<file path="src/sv/drt_pkg.sv">
// ---------------------------------------------------------------------------
// drt_pkg
// Shared types and constants for the reference-counted dedup table.
// ---------------------------------------------------------------------------
package drt_pkg;

   localparam int TABLE_ENTRIES_DEF = 256;
   localparam int KEY_W    = 64;
   localparam int OFFSET_W = 48;
   localparam int SIZE_W   = 32;
   localparam int ALGO_W   = 8;
   localparam int REFS_W   = 32;
   localparam int STAT_W   = 64;
   localparam int UNIQUE_W = 17;

   typedef enum logic [1:0] {
      REQ_RETAIN  = 2'd0,
      REQ_LOOKUP  = 2'd1,
      REQ_RELEASE = 2'd2,
      REQ_CLEAR   = 2'd3
   } req_type_type;

   typedef enum logic [2:0] {
      ST_IDLE,
      ST_SCAN,
      ST_READ,
      ST_WRITE,
      ST_RESP
   } state_type;

   typedef struct packed {
      logic [OFFSET_W-1:0] offset;
      logic [SIZE_W-1:0]   raw_len;
      logic [SIZE_W-1:0]   stored_len;
      logic [ALGO_W-1:0]   algo;
      logic [REFS_W-1:0]   refs;
   } entry_type;

   // controller to datapath commands
   typedef struct packed {
      logic load;
      logic scan_start;
      logic read;
      logic write;
   } cmd_type;

   // datapath to controller status
   typedef struct packed {
      logic scan_done;
   } status_type;

endpackage

</file>
<file path="src/sv/drt_ctrl.sv">
// ---------------------------------------------------------------------------
// drt_ctrl
// Sequencer: accept, scan the table, read the entry, update, respond; a clear skips the scan and the read.
// ---------------------------------------------------------------------------
module drt_ctrl
   import drt_pkg::*;
(
   input  logic       clock,
   input  logic       reset,
   input  logic       req_valid,
   output logic       req_ready,
   input  logic [1:0] req_type,
   output logic       rsp_valid,
   input  logic       rsp_ready,
   input  status_type status,
   output cmd_type    cmd
);

   state_type state_ff, state_in;

   // state register
   always_ff @(posedge clock) begin
      if (reset) begin
         state_ff <= ST_IDLE;
      end else begin
         state_ff <= state_in;
      end
   end

   // next state
   always_comb begin
      state_in = state_ff;
      case (state_ff)
         ST_IDLE: begin
            if (req_valid) begin
               state_in = (req_type == REQ_CLEAR) ? ST_WRITE : ST_SCAN;
            end
         end
         ST_SCAN: begin
            if (status.scan_done) state_in = ST_READ;
         end
         ST_READ:  state_in = ST_WRITE;
         ST_WRITE: state_in = ST_RESP;
         ST_RESP: begin
            if (rsp_ready) state_in = ST_IDLE;
         end
         default:  state_in = ST_IDLE;
      endcase
   end

   // outputs
   always_comb begin
      cmd        = '0;
      req_ready  = 1'b0;
      rsp_valid  = 1'b0;
      case (state_ff)
         ST_IDLE: begin
            req_ready      = 1'b1;
            cmd.load       = req_valid;
            cmd.scan_start = req_valid && (req_type != REQ_CLEAR);
         end
         ST_READ:  cmd.read  = 1'b1;
         ST_WRITE: cmd.write = 1'b1;
         ST_RESP:  rsp_valid = 1'b1;
         default:  cmd = '0;
      endcase
   end

endmodule

</file>
<file path="config.mk">
export PLATFORM = sky130hd
export DESIGN_NAME = drt_ctrl
export DESIGN_NICKNAME = d
export VERILOG_FILES = /design/src/sv/drt_pkg.sv /design/src/sv/drt_ctrl.sv
export SDC_FILE = /design/constraint.sdc
export NUM_CORES = 1
export LEC_CHECK = 0
export ABC_AREA = 1
export BUFFER_PORTS_ARGS = -buffer_cell sky130_fd_sc_hd__buf_2
export CAP_MARGIN = 15
export CORE_AREA = 2 2 39 41
export DETAILED_ROUTE_END_ITERATION = 10
export DIE_AREA = 0 0 41 43
export PLACE_DENSITY = 0.49
export SYNTH_ARGS = -nofsm -noshare
export SYNTH_HDL_FRONTEND = slang
export SYNTH_SLANG_ARGS = --single-unit
</file>
<file path="constraint.sdc">
create_clock -name clock -period 0.9 [get_ports clock]
set_input_delay 0.09 -clock clock [delete_from_list [all_inputs] [get_ports clock]]
set_output_delay 0.09 -clock clock [all_outputs]
set_load 0.05 [all_outputs]
</file>
# ---- Yosys cells after proc, flatten, opt, wreduce, memory -nomap -nowiden
# Index checks and enable logic that the tools add are counted.
# W data, S select, Z words.
dict set report word_totals {
  register_bits 3
  wordCells 23
  out_inout_bits 6
  inputBits 7
}
dict set report op_classes {
  n_eq_ne 9
  reduce_logical 3
  mux 10
}
# op count
set ops {}
lappend ops {{$pmux W3 S5} 1}
lappend ops {{$mux W3} 3}
lappend ops {{$ne A2 B2 Y1 const B} 4}
lappend ops {{$eq A3 B2 Y1 const B} 2}
lappend ops {{$mux W1} 4}
lappend ops {{$mux W2} 2}
lappend ops {{$eq A3 B1 Y1 const B} 1}
lappend ops {{$eq A3 B3 Y1 const B} 1}
lappend ops {{$logic_not A3 Y1} 1}
lappend ops {{$reduce_and A3 Y1} 1}
lappend ops {{$eq A2 B2 Y1 const B} 1}
lappend ops {{$logic_and A1 B1 Y1} 1}

# ---- Longest topological paths before layout
dict set report logic_depth {
  word_depth 4
  mapped_depth 7
}

# ---- Least setup slack after synthesis
# Ideal clock, no wire load.
dict set report synth_path {
  path_type {reg-to-output}
  start {register state_ff[1]}
  end {output cmd[2] in the netlist's numbering}
  arrival_ps 1781
  slack_ps -971
  path_buffers 0
  stages_incl_launch_ff 6
  t_required_ps 810
  cell_sequence {dfxtp_1 > nor2_2 > inv_1 > nor2_2 > inv_1 > nor2_1}
}
# element line_no
set synth_lines {}
lappend synth_lines {{from (decl)} drt_ctrl.sv:19} ;# state_type state_ff, state_in;
lappend synth_lines {{from (signal assigned)} drt_ctrl.sv:26} ;# state_ff <= state_in;
lappend synth_lines {{to (decl)} drt_ctrl.sv:16} ;# output cmd_type cmd

==> key figures <==
Power and ir drop
  • Overall power: 1331 uW
  • Worst VDD drop: 0.7798 mV
  • P_int: 706.7 uW
  • Reg power frac: 15.3%
  • Switching share of power: 46.91%
  • Pwr Density: 2601 nW/um^2
  • Comb power frac: 66.8%
  • Clk network pwr share: 17.9%
  • Net Sw Power: 624.4 uW
  • Leak pwr: 0.0002590 uW

Finish
  • Fill count: 159
  • Share of layout cells above drive strength 1: 72.13%
  • Area growth syn-to-layout: 137.8%
  • Max FFs per register: 3
  • Final nets: 69
  • Biggest registers after layout: state_ff: 3 flops
  • Design area: 511.7 um^2
  • Number of diodes: 0
  • Largest Register: state_ff
  • Post-route insts no fill: 77

Drt
  • Drt first pass iters: 4
  • Final ANT Viol Nets: 0
  • Vias per std cell: 3.831
  • DR WL/cell: 8.026 um
  • Vias: 295
  • Drt drc: 0
  • DRT Wirelength: 618 um
  • DRT iter0 DRCs: 3

Clocking
  • Worst-skew pair later-pin latency: 0.23 ns
  • Htree depth: 1
  • Maximum clock insertion buffer count: 2
  • CTS tree: done
  • Clock Pin Slew Worst Setup and Hold Paths: 0.04 ns
  • CTS buffer count: 3
  • Hold Buf Count CTS: 0
  • Root buffer cell: clkbuf_4
  • Sinks on Clock Net: 3

STA
  • Hold Fails Final Rpt: 0
  • Final setup viols: 9
  • Setup WS post-layout: -0.2996 ns
  • Clock skew: 0.005486 ns
  • Crit path time final: 1.200 ns
  • Slew @ Worst Pin: 0.2474 ns
  • Slew Limit Headroom: 83.62%
  • Final period util: 133.3%
  • RSZ-0062 raised after global routing: true
  • Max Slew Vio Count: 0
  • Fmax: 833.6 MHz

Job
  • Max-cap violations: 0

Worst hold path
  • Worst Hold Launch: reset
  • Hold Crit Class: input port to flip-flop
  • Hold endpoint: state_ff[2]
  • Hold path depth: 2

Placement
  • Routability cong.: 0.6673
  • PortBufs: 12
  • Pre-CTS setup slack: -0.1930 ns
  • Hpwl dp: 469.2 um
  • Placed cell areas: 372.9 um^2
  • Placed insts: 71

Worst setup path
  • Setup slack, reg-to-reg: -0.19 ns
  • CP max FO: 2
  • Critical R2R Launch: state_ff[0]
  • Worst EP required: 0.81 ns
  • WP data arrival: 1.11 ns
  • R2R cell count: 8
  • Reg2reg end: state_ff[0]
  • WS Path Type: flip-flop to output pin
  • Setup crit end kind: output pin
  • Critical Path Start Type: flip-flop

Die
  • Starting Density: 15.55%
  • # IOs: 13
  • Die ar.: 1763 um^2
  • Core Box Area: 1384 um^2
  • Die X: 41 um
  • Die Y: 43 um
  • Rows: 14

Run status
  • Failing checks: setup timing
  • Status: finished with violations

Synthesis
  • Dominant cells by area after synthesis: dfxtp_1, nand2_1, nor2_1
  • Syn_nets: 44
  • Syn Area/Cell: 5.816 um^2
  • YS warnings: 0
  • Post-Syn Area: 215.2 um^2
  • Synth cell types: 10
  • Post-Syn Instances: 37
  • Register area share after synthesis: 27.91%
  • #FFs+latches synth: 3
  • Top cell type's share of synthesized area: 27.91%
  • Synth area leader: dfxtp_1

Global route
  • GRT Residual Overflow: 0
  • GRT Total Usage: 8.317%
  • Initial antenna violation count: 0
  • Global-route wire length before repair: 959 um
  • Vias in the first global route: 289
  • Largest net degree at the start of global routing: 6
placed cells by master (no fill, tap or decap), types with 2 or more instances in the layout:
cell type	instances
buf_8	2
nor2_4	5
dfxtp_2	2
buf_6	6
clkbuf_4	3
nand2_1	7
buf_2	7
inv_1	4
nor2_2	2
buf_4	5
nand3_4	2
inv_2	4
nor2_1	5
nand3_2	2
metrics by stage:
stage	util (%)	hold WS [ns]	setup TNS [ns]
3_3_place_gp	26.94	0.2817	-0.9699
2_1_floorplan	-	0.1591	-1.894
5_1_grt	36.98	0.04689	-2.388
6_report	36.98	0.04216	-1.881
3_5_place_dp	26.94	0.2824	-0.9556
4_1_cts	34.45	0.03566	-2.270
layer usage:
metal  wire [um]  GRT usage, %  vias to the layer above
met4           0         6.000                        0
li1            -             -                      156
met3          34         3.141                        0
met5           0             0                        -
met1         227         6.709                      129
met2         356         14.69                       10
critical path, cell delays in order (launching register included):
cell	delay, ns
dfxtp_2	0.33
nor2_4	0.12
inv_2	0.06
nor2_4	0.08
inv_2	0.06
nor2_4	0.09
buf_8	0.15
power by group through the flow:
stage	Sequential (uW)	Combinational, uW	Clock [uW]
after detailed placement	201	694	0
after floorplan	214	489	0
final	204	889	238
after global placement	200	690	0
after CTS	203	858	247
after global routing	206	959	258
worst max path at each step:
stage | cells past startpoint | end | start | slack (ns)
3_5_place_dp | 6 | cmd[2] | state_ff[0] | -0.19
2_1_floorplan | 5 | cmd[2] | state_ff[0] | -0.44
4_1_cts | 6 | cmd[3] | state_ff[1] | -0.32
5_1_grt | 6 | cmd[2] | state_ff[0] | -0.36
6_report | 6 | cmd[2] | state_ff[0] | -0.30
3_3_place_gp | 6 | cmd[2] | state_ff[0] | -0.18
cell families (layout without fill, tap and decap cells):
family                 count (synthesis)  count (layout)  synth area share [%]
AO/OA/AOI/OAI                          1               1                 2.323
flip-flops                             3               3                 27.91
buffers and inverters                  8              32                 13.95
AND/OR/NAND/NOR                       25              25                 55.81
layout make-up:
cell class                 count  area [um^2]  area share (%)
multi-input combinational     26        198.9           38.88
timing repair buffer          20        170.2           33.25
sequential                     3        66.31           12.96
inverter                       8        30.03           5.868
clock buffer                   4        26.28           5.134
tap                           16        20.02           3.912
what timing repair did:
item	in CTS	in global routing
setup buffers	3	1
resized for setup	17	11
endpoints found under the hold margin	0	0
setup endpoints to repair	9	9
pin swaps	5	4
synth_stat cells:
| library cell | number |
|---|---|
| inv_1 | 6 |
| nand3_2 | 2 |
| nor3_1 | 1 |
| nor2_2 | 4 |
| nor2_1 | 8 |
| nand2_1 | 8 |
| dfxtp_1 | 3 |
| inv_2 | 2 |
| a21oi_1 | 1 |
| nand3_1 | 2 |
(Power assumes the default switching activity.)
